File: src/hw/rtl/igemv_pkg.sv
// Shared constants, register codes and types for the int8 row-scaled GEMV block.
`timescale 1ns / 1ps
package igemv_pkg;

	localparam int LANES          = 4;
	localparam int LG_LANES       = $clog2(LANES);
	localparam int SAT_BLOCK      = 32;
	localparam int MAX_LENGTH_DEF = 8192;

	localparam int VLEN_W   = 14;
	localparam int SCALE_W  = 16;
	localparam int RCOUNT_W = 17;
	localparam int ROW_W    = 16;
	localparam int SUM_W    = 32;
	localparam int VAL_W    = 48;
	localparam int CFG_W    = 17;
	localparam int CFG_IDX_W = 2;

	localparam int PROD_W = 17;
	localparam int LSUM_W = PROD_W + LG_LANES;

	localparam logic [CFG_IDX_W-1:0] REG_VLEN   = 2'd0;
	localparam logic [CFG_IDX_W-1:0] REG_ASCALE = 2'd1;
	localparam logic [CFG_IDX_W-1:0] REG_RCOUNT = 2'd2;

	localparam logic MODE_LOAD = 1'b0;
	localparam logic MODE_WGT  = 1'b1;

	localparam logic [VLEN_W-1:0]   VLEN_RST   = 14'd2560;
	localparam logic [SCALE_W-1:0]  ASCALE_RST = 16'd655;
	localparam logic [RCOUNT_W-1:0] RCOUNT_RST = 17'd10240;

	typedef logic [7:0]                act_t;
	typedef logic signed [7:0]         wgt_t;
	typedef logic signed [PROD_W-1:0]  prod_t;
	typedef logic signed [SUM_W-1:0]   sum_t;

	typedef struct packed {
		logic vld;
		logic last;
		logic sat;
	} ctl_t;

endpackage

File: src/hw/rtl/igemv_lane.sv
// One multiply lane: unsigned activation times signed weight, registered.
`timescale 1ns / 1ps
module igemv_lane (
	input  logic           clk,
	input  igemv_pkg::act_t  act,
	input  igemv_pkg::wgt_t  wgt,
	output igemv_pkg::prod_t prod_s2
);
	import igemv_pkg::*;

	always_ff @(posedge clk) begin
		prod_s2 <= $signed({1'b0, act}) * wgt;
	end

endmodule

File: config.mk
export PLATFORM = sky130hd
export DESIGN_NAME = igemv_lane
export DESIGN_NICKNAME = d
export VERILOG_FILES = /design/src/hw/rtl/igemv_pkg.sv /design/src/hw/rtl/igemv_lane.sv
export SDC_FILE = /design/constraint.sdc
export NUM_CORES = 1
export LEC_CHECK = 0
export CAP_MARGIN = 40
export CELL_PAD_IN_SITES_DETAIL_PLACEMENT = 0
export CELL_PAD_IN_SITES_GLOBAL_PLACEMENT = 1
export CORE_UTILIZATION = 50
export DETAILED_ROUTE_END_ITERATION = 6
export DONT_BUFFER_PORTS = 1
export PLACE_DENSITY_LB_ADDON = 0.1
export SLEW_MARGIN = 20
export SYNTH_ARGS = -nofsm -noshare
export SYNTH_HDL_FRONTEND = slang
export SYNTH_SLANG_ARGS = --single-unit
File: constraint.sdc
create_clock -name clk -period 11.5 [get_ports clk]
set_input_delay 2.875 -clock clk [delete_from_list [all_inputs] [get_ports clk]]
set_output_delay 2.875 -clock clk [all_outputs]
set_load 0.05 [all_outputs]
==> results.cfg <==
[clock_tree]
htree_levels = 1
cts.path.max_buffers = 2
clkTransAtPathRegs_ps = 70
num_cts_buffers = 3
cts_tree = done
clock-root-buffer = clkbuf_8
post-cts-setup-buffer-count = 0
cts_resized = 0
post_cts_hold_buffer_count = 0
clock_sinks = 17

[floorplanning]
row_count = 26
fp.coreArea_mm2 = 0.005140
io-pin-count = 34
dieHeight_um = 75.20
horizontal_die_dimension_um = 75.20
floorplan.initialDensity = 0.5212
die-area_mm2 = 0.005654

[grt]
antenna_found_initial = 0
grt_first_pass_wirelength_um = 8749
global_route.usage.total = 0.2055
grt_start_max_net_pins = 11
vias_in_the_first_global_route = 1876
grt_overflow_total = 0

[drt]
num_vias = 1915
detailedRoute.firstPassIterationCount = 7
wl_per_cell_um = 14.65
drt_iter0_markers = 61
drcViolationCount = 0
routed_wl_um = 5304
detail_route.vias_per_cell = 5.290
postRouteAntennaNets = 0

[power]
power_per_cell_area_mw_per_mm2 = 189.3
ir_drop_worst_vdd_v = 0.0001456
static-leakage-power_uw = 0.001455

[sta]
fmax_mhz = 153.5
final_period_minus_worst_setup_slack_ps = 6514
timing_worst_slew_pin_value_ps = 510.2
post-route-period-util = 0.5664
slew_viol_final = 0
fin_setup_tns_ps = 0
number_of_failing_hold_endpoints_at_the_final_stage = 0
setup_repair_after_global_routing_missed_its_margin = no
timing.final.setup_violations = 0
relSlewSlack = 0.6594

[worst_setup_path]
critical_path.most_common_cell = fa_1
crit_fanout = 8
worst-endpoint-arrival_ps = 6690
path_cells = nand2b_1 -> fa_1 -> fa_1 -> inv_1 -> fa_1 -> inv_1 -> fa_1 -> inv_1 -> ha_1 -> a21o_1 -> a21oi_2 -> a21oi_1 -> or4_1 -> o2111ai_1
cpPeakStageDelay_ps = 540
count_of_buffer_and_inverter_cells_on_the_critical_path = 3
crit_path_end_kind = flip-flop
critical_path.startpoint_type = input port
path_class = input port to flip-flop
critPathSlowestCell = fa_1
critical_path_required_ps = 11670
crit_family = adder cells

[flow_run]
cap_violations = 0

[placement]
port_buffers = 0
globalplace.congestion = 0.7817
placed_cells_incl_taps = 358
hpwl_um = 4367

[synth]
synth_enable_flop_cells = 0
synth.most_common_cell = inv_1
synth_top_cell_area_share = 0.2765
synth-simple-area-share = 0.1878
synth_fa_ha_area_frac = 0.4773
synthArstFlopShare = 0
post_synth_instance_area_mm2 = 0.002679
synth_compound_area_frac = 0.09715
combinational_family_with_the_most_area_after_synthesis = adder cells
postSynthAreaPerCell_um2 = 9.237
syn_inst = 290
parity_gate_share_of_the_synthesized_area_counting_xor_and_xnor_cells = 0.01635
yosys-top-cells-area = fa_1 28%, ha_1 20%, dfxtp_1 13%
portion_of_the_post_synthesis_area_used_by_sequential_elements = 0.1270
yosys_most_used_dff = dfxtp_1
yosysUniqueCellTypes = 38
ys_warn_count = 0
post_synth_most_frequent_cells = 56 x inv_1, 44 x and2_1, 43 x ha_1
post-synth-top-area-cell = fa_1
synth_fp_nets = 387
ys_ff_latch = 17
yosys-mux-area-fraction = 0.01121

[run_status]
status = finished clean

[cells_and_area]
final_util = 0.5448
largest_register = prod_s2
instances_no_fill = 362
largest_register_ff_count = 17
synthToLayoutAreaGrowth_pct = 4.531
antenna_cells = 0
top_regs = prod_s2: 17 flops
nets = 390
share_of_final_layout_standard_cells_stronger_than_drive_strength_1 = 0.03425

[min_path]
hold_path_depth = 1
min_delay_worst_endpoint = prod_s2[0]
worstHoldPathType = input port to flip-flop
hold_start = act[0]
[worst max path at each step]
stage / start / endpoint / slack [ps] / cells after the start
finish: act[0] / prod_s2[13] / 4990 / 14
global route: act[0] / prod_s2[13] / 4720 / 14
detailed placement: act[0] / prod_s2[13] / 4720 / 14
CTS: act[0] / prod_s2[13] / 4980 / 14
global placement: act[0] / prod_s2[13] / 4730 / 14
floorplan: act[0] / prod_s2[13] / 4860 / 14
[where the power goes]
part / switching (uW) / total, uW / internal, uW
registers: 93.2 / 180 / 86.4
clock network: 21.1 / 45.1 / 24.0
logic: 170 / 305 / 135
total: 285 / 530 / 245
[kinds of logic after synthesis]
logic type | Yosys count
AOI/OAI and AO/OA | 35
xor gates and xnor gates | 5
adders and majority gates | 80
muxes | 3
and+or+nand+nor | 92
DFF | 17
buffers and inverters | 58
[layout make-up]
| type | count | area [um2] |
|---|---|---|
| sequential | 17 | 340.3 |
| multi-input combinational | 215 | 2116 |
| clock buffer | 3 | 41.29 |
| fill | 531 | 2340 |
| tap | 70 | 87.58 |
| inverter | 56 | 210.2 |
| clock inverter | 1 | 5.005 |
[metrics by stage]
stage                     total power, uW  area (um2)  hold WS, ps  setup WS, ps
after global routing                587.5        2800         2814          4724
final                               530.1        2800         2813          4986
after floorplan                     431.2        2679         2997          4857
after detailed placement            487.5        2754         3036          4724
after global placement              485.7        2754         3040          4731
after CTS                           538.2        2800         2771          4984
[per-layer routing]
metal	up-vias	track usage	share of wire
met4	0	0.01852	0
met2	23	0.3854	0.55
met1	964	0.2617	0.43
li1	928	-	-
met3	0	0.02677	0.020
met5	-	0	0
[cells in the final DEF, fill, tap and decap left out, types with 2 or more instances in the layout]
cell type and instances:
o21ai_0 5, nor3_1 5, ha_1 43, a21o_1 4
o21a_1 2, o311ai_1 2, and2_1 44, o31ai_1 2
clkbuf_8 3, xor2_1 2, mux2i_1 3, nand2b_1 4
inv_1 56, nor2_1 13, xnor2_1 3, fa_1 37
a211oi_1 2, a21boi_1 2, dfxtp_1 17, a21oi_1 8
nand2_1 18
Power figures use the tool's default switching activity.
