--- config.mk ---
export PLATFORM = sky130hd
export DESIGN_NAME = igemv_scale
export DESIGN_NICKNAME = d
export VERILOG_FILES = /design/src/hw/rtl/igemv_pkg.sv /design/src/hw/rtl/igemv_scale.sv
export SDC_FILE = /design/constraint.sdc
export NUM_CORES = 2
export LEC_CHECK = 0
export BUFFER_PORTS_ARGS = -buffer_cell sky130_fd_sc_hd__buf_2
export CORE_UTILIZATION = 40
export DETAILED_ROUTE_END_ITERATION = 6
export GPL_ROUTABILITY_DRIVEN = 0
export PLACE_DENSITY = 0.61
export RECOVER_POWER = 100
export SETUP_SLACK_MARGIN = 0.2
export SKIP_CTS_REPAIR_TIMING = 1
export SLEW_MARGIN = 20
export SYNTH_ARGS = -nofsm -noshare
export SYNTH_HDL_FRONTEND = slang
export SYNTH_SLANG_ARGS = --single-unit
--- constraint.sdc ---
create_clock -name clk -period 8.9 [get_ports clk]
set_input_delay 0.89 -clock clk [delete_from_list [all_inputs] [get_ports clk]]
set_output_delay 0.89 -clock clk [all_outputs]
set_load 0.05 [all_outputs]
--- src/hw/rtl/igemv_pkg.sv ---
// Shared constants, register codes and types for the int8 row-scaled GEMV block.
`timescale 1ns / 1ps
package igemv_pkg;

	localparam int LANES          = 4;
	localparam int LG_LANES       = $clog2(LANES);
	localparam int SAT_BLOCK      = 32;
	localparam int MAX_LENGTH_DEF = 8192;

	localparam int VLEN_W   = 14;
	localparam int SCALE_W  = 16;
	localparam int RCOUNT_W = 17;
	localparam int ROW_W    = 16;
	localparam int SUM_W    = 32;
	localparam int VAL_W    = 48;
	localparam int CFG_W    = 17;
	localparam int CFG_IDX_W = 2;

	localparam int PROD_W = 17;
	localparam int LSUM_W = PROD_W + LG_LANES;

	localparam logic [CFG_IDX_W-1:0] REG_VLEN   = 2'd0;
	localparam logic [CFG_IDX_W-1:0] REG_ASCALE = 2'd1;
	localparam logic [CFG_IDX_W-1:0] REG_RCOUNT = 2'd2;

	localparam logic MODE_LOAD = 1'b0;
	localparam logic MODE_WGT  = 1'b1;

	localparam logic [VLEN_W-1:0]   VLEN_RST   = 14'd2560;
	localparam logic [SCALE_W-1:0]  ASCALE_RST = 16'd655;
	localparam logic [RCOUNT_W-1:0] RCOUNT_RST = 17'd10240;

	typedef logic [7:0]                act_t;
	typedef logic signed [7:0]         wgt_t;
	typedef logic signed [PROD_W-1:0]  prod_t;
	typedef logic signed [SUM_W-1:0]   sum_t;

	typedef struct packed {
		logic vld;
		logic last;
		logic sat;
	} ctl_t;

endpackage

--- src/hw/rtl/igemv_scale.sv ---
// Row scaling: activation scale times row scale, then times the row sum, Q.16 result.
`timescale 1ns / 1ps
module igemv_scale (
	input  logic                                  clk,
	input  logic [igemv_pkg::SCALE_W-1:0]         ascale,
	input  logic [igemv_pkg::SCALE_W-1:0]         rscale_s1,
	input  igemv_pkg::sum_t                       sum_s3,
	output logic signed [igemv_pkg::VAL_W-1:0]    scaled
);
	import igemv_pkg::*;

	logic [2*SCALE_W-1:0]         scl_s2;
	logic [2*SCALE_W-1:0]         scl_s3;
	logic signed [2*SUM_W-1:0]    prod;

	always_ff @(posedge clk) begin
		scl_s2 <= ascale * rscale_s1;
		scl_s3 <= scl_s2;
	end

	// 32 x 33 signed product always fits in 64 bits; shift right by 16 keeps 48
	assign prod   = sum_s3 * $signed({1'b0, scl_s3});
	assign scaled = prod[2*SUM_W-1 -: VAL_W];

endmodule

==> impl_results.md <==
* # setup viols final at 0
* Number of nets in the synthesized netlist at 6293
* Slowest stage delay, CP at 0.60 ns
* Most frequent cell on the critical path: sky130_fd_sc_hd__fa_1
* Setup slack at placement at -0.408 ns
* Aggregate global-route resource usage at roughly 22%
* Core outline area at ~110000 sq um
* #FFs+latches synth at 64
* Clock insertion delay at the later pin of the skew report at 0.32 ns
* Final clock period utilization by the worst path at 98.1%
* Post-synth top flop: sky130_fd_sc_hd__dfxtp_1
* Async set-or-reset flop fraction in the synthesized netlist at 0%
* RSZ-0062 raised after global routing: yes
* Antenna violation net count after detailed routing at 0
* Total grt overflow at 0
* Avg Cell Area, Syn at a little over 9 sq um
* Data required time at the worst endpoint at between 8 and 9 ns
* Horizontal die dimension at 330 um
* Proportion of layout cells with a drive suffix above 1 at a little under an eighth
* TritonCTS buffer count at 9
* Max Freq at approximately 110 MHz
* Worst relative slew slack at 23.1%
* Final Max Tran Viols at 0
* Number of clock sinks at 64
* Vias per cell at roughly 5.0
* Sum of negative setup slack at 0 ns
* Post-synthesis cell count at 4747
* CTS tree: built
* Critical R2R Launch: scl_s2[22]$_DFF_P_
* Global-route wire length before repair at 185 mm
* Number of distinct library cells after synthesis at 60
* Synthesis-to-layout area growth at 13.3%
* Final HPWL from detailed placement at 96.3 mm
* Yosys warnings at 0
* Standard cell area after detailed placement at approximately 47000 sq um
* Highest net fanout along the worst path at 5
* Via count of the first global-routing pass at 33981
* H-tree depth at 3
* Final hold viol count at 0
* Largest net degree at the start of global routing at 33
* Worst reg2reg path endpoint: scl_s3[22]$_DFF_P_
* Worst setup EP type: primary output
* Transition time at the pin with the least slew margin at roughly 1.2 ns
* Number of cells on the worst hold path at 0
* Hold WC Path Type: reg -> reg
* Initial standard-cell utilization of the core at 40.3%
* Hold Startpoint: scl_s2[6]$_DFF_P_
* Fraction of the yosys area taken by sequential cells at around 3.0%
* Final WS setup at roughly 0.17 ns
* Maximum capacitance violations at 0
* Number of buffers on the longest clock path at 2
* Cell row count at between 100 and 150
* Kind of critical path: in -> out
* Clock-pin slew reported for the worst setup and hold paths after clock tree synthesis at around 0.050 ns
* Run status: finished, final reports clean
* Post-route cell area at 48900 sq um
* Initial DRC Count at 1427
* Overall via count from detail_route at about 31000
* Total Routed Length at roughly 120 mm
* Number of buffer cells added on primary ports at 112
* Routed wire length per instance at 18.2 um
* Full die area at ~110000 sq um
* Slowest stage cell, crit path: sky130_fd_sc_hd__fa_1
* Count of flip-flops with a built-in enable after synthesis at 0
* Reg2Reg Depth at 0
* Net count reported at finish at 6458
* Floorplan die height at 330 um
* Count of TritonRoute iterations in the first routing pass at 5
* Number of antenna violations at the first check in global routing at 4
* Signal arrival time at the worst endpoint at a little under 8 ns
* Synthesized cell area at 43200 sq um
* Root buffer cell: sky130_fd_sc_hd__clkbuf_16
* Endpoint with the worst hold slack: scl_s3[6]$_DFF_P_
* Setup skew after layout at 0.00467 ns
* Top Ports at 113
* Final critical path time including I/O delays and setup at 8.73 ns
* R2R setup slack at 8.49 ns
* Startpoint Class: primary input
* DRC Markers at 0
-- placed cells by master (no fill, tap or decap), drive strengths merged, types with 54 or more instances in the layout --
cell	netlist	routed
a21oi	96	96
and2	703	703
buf	0	348
clkbuf	239	57
dfxtp	64	64
fa	1090	1090
ha	391	391
inv	1098	1098
nand2	616	616
nor2	82	82
o21ai	54	54
xnor2	56	56
-- state kept, by name, summed over array words and instances, names as in the netlist --
name / count
scl_s2: 32
scl_s3: 32
-- worst max path at each step --
stage | slack (ns) | end | from | depth (start not counted)
2_1_floorplan | 0.15 | scaled[46] | sum_s3[2] | 25
3_3_place_gp | -0.41 | scaled[35] | sum_s3[7] | 26
3_5_place_dp | -0.41 | scaled[35] | sum_s3[7] | 26
4_1_cts | -0.46 | scaled[35] | sum_s3[6] | 26
5_1_grt | -0.03 | scaled[38] | sum_s3[4] | 25
6_report | 0.17 | scaled[38] | sum_s3[4] | 25
-- synthesized netlist by cell type (4+ instances only) --
cell | number | area (sq um)
sky130_fd_sc_hd__a211oi_1 | 12 | 90.1
sky130_fd_sc_hd__a31oi_1 | 13 | 81.3
sky130_fd_sc_hd__dfxtp_1 | 64 | 1280
sky130_fd_sc_hd__and2_1 | 702 | 4390
sky130_fd_sc_hd__inv_1 | 1098 | 4120
sky130_fd_sc_hd__a21boi_0 | 4 | 30.0
sky130_fd_sc_hd__nor2_1 | 82 | 308
sky130_fd_sc_hd__fa_1 | 1090 | 21800
sky130_fd_sc_hd__o21ai_0 | 53 | 265
sky130_fd_sc_hd__or2_2 | 4 | 25.0
sky130_fd_sc_hd__nor2b_1 | 5 | 31.3
sky130_fd_sc_hd__ha_1 | 391 | 4890
sky130_fd_sc_hd__nand4_1 | 15 | 93.8
sky130_fd_sc_hd__o31ai_2 | 4 | 50.1
sky130_fd_sc_hd__a21oi_1 | 96 | 480
sky130_fd_sc_hd__o211ai_1 | 5 | 37.5
sky130_fd_sc_hd__and3_1 | 9 | 56.3
sky130_fd_sc_hd__a21o_1 | 46 | 345
sky130_fd_sc_hd__clkbuf_1 | 239 | 897
sky130_fd_sc_hd__nor3_1 | 17 | 85.1
sky130_fd_sc_hd__o21bai_1 | 15 | 113
sky130_fd_sc_hd__nand2b_1 | 23 | 144
sky130_fd_sc_hd__nand3_1 | 10 | 50.1
sky130_fd_sc_hd__o31ai_1 | 5 | 37.5
sky130_fd_sc_hd__xnor2_1 | 56 | 490
sky130_fd_sc_hd__xor2_1 | 23 | 201
sky130_fd_sc_hd__o21a_1 | 8 | 60.1
sky130_fd_sc_hd__nand2_1 | 616 | 2310
sky130_fd_sc_hd__nor4_1 | 4 | 25.0
-- layer usage --
metal / vias up / global-route usage [%] / share of wire [%]
met5: - / 0 / 0.0095
met2: 768 / 38.5 / 51
li1: 14119 / - / -
met4: 2 / 4.76 / 2.4
met3: 139 / 1.53 / 4.6
met1: 16423 / 28.7 / 42
-- final cells by class --
cell class              instances  area, sq um
diodes                          1         2.50
clock buffers                  12          256
clock inverters                 3         65.1
fillers                     10370        58100
inverters                    1099         4130
multi-input cells            3345        37900
flip-flops and latches         64         1290
well taps                    1403         1760
repair buffers                393         3530
-- critical path, delay by kind of cell --
| family | cells | cell delay [ns] |
|---|---|---|
| AO/OA/AOI/OAI | 8 | 1.65 |
| AND/OR/NAND/NOR | 1 | 0.16 |
| adder cells (fa/ha/maj) | 9 | 4.31 |
| XOR/XNOR | 1 | 0.13 |
| buffers and inverters | 6 | 0.67 |
-- kinds of logic (layout without fill, tap and decap cells) --
group,count (synthesis),in the layout,synth area share (%)
buffers and inverters,1338,1507,11.6
DFF,64,64,2.97
xor gates and xnor gates,79,79,1.60
adders and majority gates,1481,1481,61.9
muxes,1,1,0.0232
other,0,1,0
and+or+nand+nor,1499,1499,17.7
AOI/OAI and AO/OA,285,285,4.22
-- per-stage QoR --
step	std cells	util, %	hold slack (ns)
final	6320	45.7	0.321
after detailed placement	6273	43.7	0.312
after CTS	6288	44.0	0.321
after floorplan	4747	-	0.310
after global placement	6273	43.7	0.310
after global routing	6320	45.7	0.321
Power is left out: the tool's default activity adds up to more than one toggle a clock period on the data nets, which glitch-free logic cannot reach.
