$ cat src/hw/rtl/igemv_pkg.sv
// Shared constants, register codes and types for the int8 row-scaled GEMV block.
`timescale 1ns / 1ps
package igemv_pkg;

	localparam int LANES          = 4;
	localparam int LG_LANES       = $clog2(LANES);
	localparam int SAT_BLOCK      = 32;
	localparam int MAX_LENGTH_DEF = 8192;

	localparam int VLEN_W   = 14;
	localparam int SCALE_W  = 16;
	localparam int RCOUNT_W = 17;
	localparam int ROW_W    = 16;
	localparam int SUM_W    = 32;
	localparam int VAL_W    = 48;
	localparam int CFG_W    = 17;
	localparam int CFG_IDX_W = 2;

	localparam int PROD_W = 17;
	localparam int LSUM_W = PROD_W + LG_LANES;

	localparam logic [CFG_IDX_W-1:0] REG_VLEN   = 2'd0;
	localparam logic [CFG_IDX_W-1:0] REG_ASCALE = 2'd1;
	localparam logic [CFG_IDX_W-1:0] REG_RCOUNT = 2'd2;

	localparam logic MODE_LOAD = 1'b0;
	localparam logic MODE_WGT  = 1'b1;

	localparam logic [VLEN_W-1:0]   VLEN_RST   = 14'd2560;
	localparam logic [SCALE_W-1:0]  ASCALE_RST = 16'd655;
	localparam logic [RCOUNT_W-1:0] RCOUNT_RST = 17'd10240;

	typedef logic [7:0]                act_t;
	typedef logic signed [7:0]         wgt_t;
	typedef logic signed [PROD_W-1:0]  prod_t;
	typedef logic signed [SUM_W-1:0]   sum_t;

	typedef struct packed {
		logic vld;
		logic last;
		logic sat;
	} ctl_t;

endpackage

$ cat src/hw/rtl/igemv_merge.sv
// Lane merge: saturating pair sums or exact sum, and the row accumulator.
`timescale 1ns / 1ps
module igemv_merge (
	input  logic             clk,
	input  logic             arst_n,
	input  igemv_pkg::ctl_t  ctl_s2,
	input  igemv_pkg::prod_t prod_s2 [igemv_pkg::LANES],
	output igemv_pkg::sum_t  sum_s3
);
	import igemv_pkg::*;

	localparam logic signed [PROD_W:0] SAT_HI = 18'sd32767;
	localparam logic signed [PROD_W:0] SAT_LO = -18'sd32768;

	logic signed [PROD_W:0]   pair;
	logic signed [LSUM_W-1:0] sat_sum;
	logic signed [LSUM_W-1:0] raw_sum;
	logic signed [LSUM_W-1:0] lane_sum;
	sum_t                     acc_q;
	sum_t                     acc_nx;

	always_comb begin
		sat_sum = '0;
		raw_sum = '0;
		pair    = '0;
		for (int j = 0; j < LANES / 2; j++) begin
			pair = (PROD_W+1)'(prod_s2[2*j]) + (PROD_W+1)'(prod_s2[2*j+1]);
			if (pair > SAT_HI) begin
				pair = SAT_HI;
			end else if (pair < SAT_LO) begin
				pair = SAT_LO;
			end
			sat_sum = sat_sum + LSUM_W'(pair);
		end
		for (int k = 0; k < LANES; k++) begin
			raw_sum = raw_sum + LSUM_W'(prod_s2[k]);
		end
		lane_sum = ctl_s2.sat ? sat_sum : raw_sum;
		acc_nx   = acc_q + SUM_W'(lane_sum);
	end

	always_ff @(posedge clk or negedge arst_n) begin
		if (!arst_n) begin
			acc_q <= '0;
		end else if (ctl_s2.vld) begin
			acc_q <= ctl_s2.last ? '0 : acc_nx;
		end
	end

	always_ff @(posedge clk) begin
		if (ctl_s2.vld && ctl_s2.last) begin
			sum_s3 <= acc_nx;
		end
	end

endmodule

$ cat config.mk
export PLATFORM = sky130hd
export DESIGN_NAME = igemv_merge
export DESIGN_NICKNAME = d
export VERILOG_FILES = /design/src/hw/rtl/igemv_pkg.sv /design/src/hw/rtl/igemv_merge.sv
export SDC_FILE = /design/constraint.sdc
export NUM_CORES = 1
export LEC_CHECK = 0
export BUFFER_PORTS_ARGS = -buffer_cell sky130_fd_sc_hd__buf_2
export CAP_MARGIN = 10
export CORE_MARGIN = 4
export CORE_UTILIZATION = 65
export CTS_BUF_LIST = sky130_fd_sc_hd__clkbuf_16
export DETAILED_ROUTE_END_ITERATION = 7
export MAX_ROUTING_LAYER = met4
export PLACE_DENSITY_LB_ADDON = 0.25
export SETUP_SLACK_MARGIN = 0.02
export SYNTH_ARGS = -nofsm -noshare
export SYNTH_HDL_FRONTEND = slang
export SYNTH_SLANG_ARGS = --single-unit
$ cat constraint.sdc
create_clock -name clk -period 5.2 [get_ports clk]
set_input_delay 0.26 -clock clk [delete_from_list [all_inputs] [get_ports clk]]
set_output_delay 0.26 -clock clk [all_outputs]
set_load 0.03 [all_outputs]
==> results.tsv, run 1 <==
stage	metric	value	unit
synthesis	async_reset_ff_share	50.0	%
synthesis	syn-num-nets	1112	
synthesis	synth_area_per_cell	9.08	um^2
cts	cts_setup_buffers	52	
cts	numCtsBuffers	9	
placement	post-place-ws	-2220	ps
synthesis	synth_cells	896	
floorplanning	num_rows	40	
synthesis	syn_area	8140	um^2
floorplanning	num_io_pins	105	
status	tool.error	[ERROR DPL-0038] Utilization greater than 100%, impossible to legalize	
placement	io_buffers	104	
placement	dp_hpwl	24.3	mm
floorplanning	die_h	120	um
cts	cts_hold_buf	0	
cts	cts_root_buf	clkbuf_16	
placement	gp_congestion	0.987	
synthesis	synth_seq_cells	64	
cts	htree_levels	3	
status	haltStage	4_1_cts	
synthesis	synth_edf_count	32	
cts	cts_resized	173	
synthesis	synth_ff_type	edfxtp_1	
synthesis	yosysSeqAreaShare	21.6	%
floorplanning	die_x	120	um
status	status	stopped before the end	
floorplanning	initial_core_util	67.2	%
cts	clkSinkCount	64	
cts	clockBufferDepth	2	
synthesis	yosys.cell_types.count	65	
synthesis	yosysWarnings	0	
[cells in the mapped netlist (all sizes together) (2+ instances only)]
master	n	area (um^2)
a21o	43	323
nand2	38	143
buf	4	22.5
nand3	20	100
nand2b	11	68.8
a41o	3	30.0
mux2i	3	30.0
nor2b	40	250
edfxtp	32	961
and3	3	18.8
nand3b	6	45.0
o21ba	2	20.0
nand4	6	37.5
o2111ai	2	17.5
nor3	19	95.1
mux2	5	56.3
nand4b	2	17.5
ha	104	1300
o211ai	6	50.1
o32ai	2	17.5
and4	2	17.5
and2	3	18.8
o31ai	10	75.1
a31oi	9	56.3
o21bai	14	105
or2	3	18.8
xor2	31	272
a211o	2	17.5
a31o	28	245
or3	2	12.5
dfrtp	32	801
inv	33	124
o21ai	67	365
a21oi	73	365
o22ai	5	31.3
fa	39	781
nor2	70	263
o21a	16	120
a211oi	15	130
xnor2	51	447
nor3b	4	30.0
clkbuf	19	71.3
[kinds of logic after synthesis]
kind of cell	Yosys count	share of synthesized area [%]
mux	8	1.06
flops	64	21.6
xor+xnor	82	8.83
simple gates	232	14.3
compound gates	311	25.9
buf+inv	56	2.68
fa+ha+maj	143	25.6
[stage by stage]
stage / setup TNS (ps) / hold WS, ps / cells / area (um^2)
after floorplan: -36370 / -35.6 / 896 / 8380
after global placement: -62110 / 382 / 1444 / 11200
after detailed placement: -84810 / 375 / 1444 / 11200
==> inputs of run 2 (changes only) <==
CORE_UTILIZATION = 40   (was 65)
CTS_BUF_LIST = default   (was sky130_fd_sc_hd__clkbuf_16)
MAX_ROUTING_LAYER = default   (was met4)
PLACE_DENSITY_LB_ADDON = 0.15   (was 0.25)
SETUP_SLACK_MARGIN = default   (was 0.02)
==> results.tsv, run 2 <==
stage	metric	value	unit	change
status	status	complete, but fails checks		
status	violations	negative setup slack		
global_routing	met3_usage	1.93	%	
final_layout	final_common_cell	buf_4		
floorplanning	die_area	22700	um^2	
placement	io_buffers	104		unchanged
global_routing	grt_overflow	0		
setup_path	startpoint	prod_s2[35]		
sta	worstMarginPinSlew	1170	ps	
final_layout	nets	1549		
final_layout	final_util	64.1	%	
drt	drc	0		
synthesis	syn_area	8140	um^2	unchanged
cts	htree_levels	3		unchanged
cts	clkSinkCount	64		unchanged
synthesis	synth_compound_area_share	25.9	%	unchanged
synthesis	netlist_top_cells_area	ha_1, edfxtp_1, dfrtp_1, fa_1, xnor2_1		
power	total_power	7.67	mW	
synthesis	synth_top_family_by_area	compound AO/OA/AOI/OAI gates		
sta	setup_violations	53		
global_routing	antenna_found_initial	0		
final_layout	area_delta_synth_final	55.3	%	
sta	slew_viol_final	0		
synthesis	synth_largest_area_cell	ha_1		
placement	gp_congestion	0.852		-14%
drt	dr.first_iter.drc_count	320		
sta	clock.fmax	156	MHz	
synthesis	yosysSeqAreaShare	21.6	%	unchanged
synthesis	yosys.cell_types.count	65		unchanged
synthesis	synth_seq_cells	64		unchanged
setup_path	reg2reg_from	acc_q[0]		
synthesis	synth_edf_count	32		unchanged
run	cap_violations	0		
setup_path	crit_slowest_cell	or4b_4		
synthesis	synth_ff_type	edfxtp_1		
hold_path	min_path_type	primary input to asynchronous set/reset pin		
drt	wl	24.1	mm	
cts	numCtsBuffers	9		unchanged
sta	min_period	6410	ps	
placement	dp_hpwl	19.1	mm	-21%
synthesis	yosysWarnings	0		unchanged
global_routing	grt_pass1_wl	39.5	mm	
setup_path	cp-start-kind	primary input		
global_routing	use_met2	38.4	%	
synthesis	synth_cells	896		unchanged
floorplanning	die_x	151	um	+26%
drt	via_count	8244		
synthesis	synth_area_per_cell	9.08	um^2	unchanged
sta	hold_viol	0		
setup_path	crit_fanout	6		
sta	rsz0062_at_grt	true		
global_routing	grt_pass1_vias	8441		
setup_path	crit_family	compound AO/OA/AOI/OAI gates		
setup_path	cp.arrival	6640	ps	
cts	clockBufferDepth	2		unchanged
placement	post-place-ws	-2070	ps	+155 ps
setup_path	crit_required	5420	ps	
cts	cts_tree	done		
final_layout	layout_common_cells	buf_4, buf_2, ha_1		
sta	setup_ws	-1210	ps	
cts	cts_root_buf	clkbuf_16		
floorplanning	initial_core_util	41.3	%	-26 points
cts	clock_latency	340	ps	
global_routing	grt_start_max_net_pins	65		
synthesis	synthSimpleGateAreaFrac	14.3	%	unchanged
power	ir_drop	0.260	mV	
synthesis	synth_fa_ha_area_share	25.6	%	unchanged
synthesis	ys_top_cells_by_count	ha_1, a21oi_1, nor2_1		
drt	ant_nets	0		
setup_path	crit_buf_inv	3		
synthesis	async_reset_ff_share	50.0	%	unchanged
sta	totalNegativeSetupSlack	-40950	ps	
synthesis	synth.top_cell.area_share	16.0	%	unchanged
synthesis	yosysMostFrequentCell	ha_1		
final_layout	drive_gt1_share	47.5	%	
setup_path	end_kind	flip-flop		
setup_path	crit_type	primary input to flip-flop		
synthesis	syn-num-nets	1112		unchanged
sta	maxSlewHeadroom	22.1	%	
floorplanning	num_rows	51		+28%
global_routing	top_usage_layer	met2		
setup_path	cpPeakStageDelay	500	ps	
cts	path_clk_slew	60	ps	
drt	drtPass1Iterations	4		
sta	skew	4.81	ps	
drt	post_drt_wl_per_cell	15.0	um	
final_layout	reg_top3	acc_q (32), sum_s3 (32)		
synthesis	synth_mux_area_share	1.06	%	unchanged
sta	fin_crit_sh	123	%	
drt	via_per_inst	5.14		
synthesis	synth-xor-area-share	8.83	%	unchanged
global_routing	globalRouteMet1Util	27.6	%	
power	cellLeakagePower	6.02	nW	
final_layout	fillers	1671		
floorplanning	num_io_pins	105		unchanged
power	powerDensity	607	nW/um^2	
floorplanning	coreArea	19700	um^2	
global_routing	grt_use_total	21.5	%	
final_layout	diodes	0		
floorplanning	die_h	151	um	+26%
run 2: cell counts after synthesis:
No cell type changed its count.
run 2: worst paths after layout:
check                             end  slack [ps]  depth (start not counted)
setup / recovery            acc_q[29]       -1210                         34
hold / removal               acc_q[7]          20                          1
setup reg to reg           sum_s3[30]        2410                         12
hold reg to reg             acc_q[22]         530                          2
max in group asynchronous   acc_q[31]        4660                          1
min in group clk           sum_s3[14]         480                          2
run 2: area by class of cell:
type                       count  area [um^2]  share of cell area, %
clock buffer                   9          225                   1.78
inverter                      33          124                  0.980
clock inverter                 7         72.6                  0.574
timing repair buffer         449         3180                   25.2
multi-input combinational    776         6940                   54.9
sequential                    64         1760                   13.9
tap                          265          332                   2.62
run 2: cell families (layout without fill, tap and decap cells):
logic type | count (synthesis) | in the layout
flops | 64 | 64
fa+ha+maj | 143 | 143
mux | 8 | 8
compound gates | 311 | 311
simple gates | 232 | 232
buf+inv | 56 | 498
xor+xnor | 82 | 82
run 2: per-layer routing:
layer,share of wire (%),up-vias
met5,0,-
met4,2.7,0
met3,3.2,44
met2,49,155
met1,45,3858
li1,-,4187
run 2: through the flow:
stage / cell area (um^2) / instances / hold slack [ps]
4_1_cts: 12300 / 1588 / 43.9
5_1_grt: 12600 / 1603 / 80.2
3_5_place_dp: 11400 / 1542 / 401
6_report: 12600 / 1603 / 16.7
3_3_place_gp: 11400 / 1542 / 396
2_1_floorplan: 8380 / 896 / -35.6
run 2: power breakdown:
part           switching, mW  total, mW  internal [mW]
combinational           3.02       6.09           3.07
sequential            0.0877      0.978          0.890
clock                  0.230      0.600          0.370
run 2: what timing repair did:
action                                  CTS  global route
pin swaps                                53            29
hold buffers                              0             0
resized for setup                        77            56
endpoints found under the setup margin   53            57
setup buffers                            33            15
Power figures use the tool's default switching activity.
==> inputs of run 3 (changes only) <==
MAX_ROUTING_LAYER = met4   (was default)
SETUP_SLACK_MARGIN = 0.3   (was default)
clock period = 7.1 ns   (was 5.2 ns; I/O delays follow)
==> results.tsv, run 3 (same netlist as run 2, synthesis figures left out) <==
stage	metric	value	unit	change
setup_path	startpoint	prod_s2[35]		
sta	worstMarginPinSlew	1170	ps	+5.54 ps
cts	cts_hold_buf	0		unchanged
sta	skew	8.13	ps	+3.31 ps
setup_path	reg2reg_depth	12		unchanged
power	powerDensity	447	nW/um^2	-26%
placement	dp_cells	1327		-14%
setup_path	r2r_end	acc_q[24]		
setup_path	cp.arrival	6940	ps	+300 ps
hold_path	min_path_type	primary input to asynchronous set/reset pin		
setup_path	reg2reg_from	acc_q[0]		
floorplanning	coreArea	19700	um^2	unchanged
drt	via_count	7187		-13%
cts	htree_levels	3		unchanged
sta	rsz0062_at_grt	true		
final_layout	diodes	0		unchanged
global_routing	grt_pass1_wl	34.1	mm	-14%
setup_path	crit_path_end	acc_q[29]		
drt	ant_nets	0		unchanged
setup_path	crit_slowest_cell	or4b_4		
global_routing	grt_overflow	0		unchanged
setup_path	cp-start-kind	primary input		
power	ir_drop	0.150	mV	-42%
setup_path	crit_fanout	6		unchanged
setup_path	crit_required	7310	ps	+1890 ps
drt	via_per_inst	5.28		+2.8%
setup_path	cpPeakStageDelay	500	ps	about the same
final_layout	reg_top3	acc_q (32), sum_s3 (32)		
setup_path	end_kind	flip-flop		
sta	maxSlewHeadroom	21.8	%	-0.37 points
placement	io_buffers	104		unchanged
floorplanning	die_h	151	um	unchanged
run	cap_violations	0		unchanged
global_routing	grt_pass1_vias	7120		-16%
final_layout	multi_input_area	6570	um^2	-5.4%
global_routing	grt_start_max_net_pins	65		unchanged
global_routing	antenna_found_initial	0		unchanged
drt	post_drt_wl_per_cell	15.7	um	+4.5%
final_layout	final_util	52.8	%	-11 points
floorplanning	die_x	151	um	unchanged
setup_path	crit_type	primary input to flip-flop		
cts	path_clk_slew	50	ps	about the same
status	status	completed		
placement	dp_hpwl	17.3	mm	-9.7%
sta	min_period	6720	ps	
final_layout	drive_gt1_share	31.0	%	-17 points
cts	numCtsBuffers	9		unchanged
power	cellLeakagePower	4.71	nW	-22%
cts	clkSinkCount	64		unchanged
global_routing	grt_use_total	19.2	%	-2.3 points
drt	wl	21.3	mm	-11%
sta	hold_viol	0		unchanged
final_layout	area_delta_synth_final	27.9	%	
floorplanning	num_rows	51		unchanged
drt	dr.first_iter.drc_count	312		-2.5%
placement	gp_congestion	0.924		+8.4%
floorplanning	die_area	22700	um^2	unchanged
setup_path	r2r_setup_slack	4210	ps	+1800 ps
drt	drc	0		unchanged
final_layout	seq_area	1760	um^2	unchanged
final_layout	final_cells	1360		-15%
sta	slew_viol_final	0		unchanged
floorplanning	initial_core_util	41.3	%	unchanged
sta	setup_violations	0		-100%
cts	cts_root_buf	clkbuf_16		
cts	clockBufferDepth	2		unchanged
floorplanning	num_io_pins	105		unchanged
final_layout	layout_common_cells	buf_2, buf_4, ha_1		
power	total_power	4.65	mW	-39%
cts	cts_tree	done		
sta	fin_crit_sh	94.7	%	
final_layout	fillers	1822		+9.0%
final_layout	nets	1306		-16%
sta	clock.fmax	149	MHz	
drt	drtPass1Iterations	4		unchanged
final_layout	final_common_cell	buf_2		
cts	clock_latency	330	ps	about the same
==> run 3: cell types whose count changed in the layout (fill, tap and decap cells not counted), moves of 6 or more <==
cell and change:
o21ai_0 +9, nor2_1 +6, a21oi_2 -10, xnor2_2 -8, buf_4 -236, o21ai_1 -8
xnor2_1 +9, a21oi_1 +10
==> run 3: worst max-delay path: cells and delay by family <==
family | cells | cell delay [ps]
simple gates | 6 | 1130
buf+inv | 2 | 280
mux | 1 | 200
xor+xnor | 2 | 260
compound gates | 17 | 3320
fa+ha+maj | 5 | 1380
==> run 3: what timing repair did <==
| item | CTS | global route |
|---|---|---|
| endpoints found under the setup margin | 17 | 34 |
| pin swaps | 4 | 53 |
| hold endpoints to repair | 0 | 0 |
| gates resized for setup | 5 | 74 |
| setup buffers | 1 | 16 |
==> run 3: final cells by class <==
| type | instances | share of cell area (%) |
|---|---|---|
| inverters | 33 | 1.19 |
| well taps | 265 | 3.19 |
| clock inverters | 3 | 0.385 |
| repair buffers | 206 | 12.7 |
| multi-input cells | 776 | 63.1 |
| flip-flops and latches | 64 | 16.9 |
| clock buffers | 13 | 2.50 |
==> run 3: worst min-delay path by stage <==
stage                to  slack [ps]  cells past startpoint
2_1_floorplan  acc_q[0]          60                      0
3_3_place_gp   acc_q[2]         490                      1
3_5_place_dp   acc_q[2]         500                      1
4_1_cts        acc_q[6]         140                      1
5_1_grt        acc_q[6]         180                      1
6_report       acc_q[2]         120                      1
==> run 3: stage by stage <==
stage / instance area, um^2 / worst slack [ps] / hold WS [ps] / TNS (ps)
final: 10400 / 377 / 123 / 0
after floorplan: 8240 / 341 / 59.4 / 0
after global placement: 9630 / -212 / 490 / -2110
after global routing: 10400 / 39.1 / 181 / 0
after detailed placement: 9630 / -227 / 499 / -2190
after CTS: 9960 / 308 / 143 / 0
==> run 3: power breakdown <==
part / leakage [nW] / switching, mW / internal [mW]
Sequential: 0.717 / 0.0623 / 0.653
Combinational: 3.85 / 1.89 / 1.60
Clock: 0.150 / 0.158 / 0.290
Total: 4.71 / 2.11 / 2.55
==> run 3: routing by layer <==
metal / up-vias / global-route usage (%) / share of wire [%]
li1: 3704 / - / -
met1: 3337 / 25.5 / 48
met2: 129 / 31.8 / 47
met3: 17 / 1.78 / 3.3
met4: 0 / 4.62 / 1.6
met5: - / - / 0
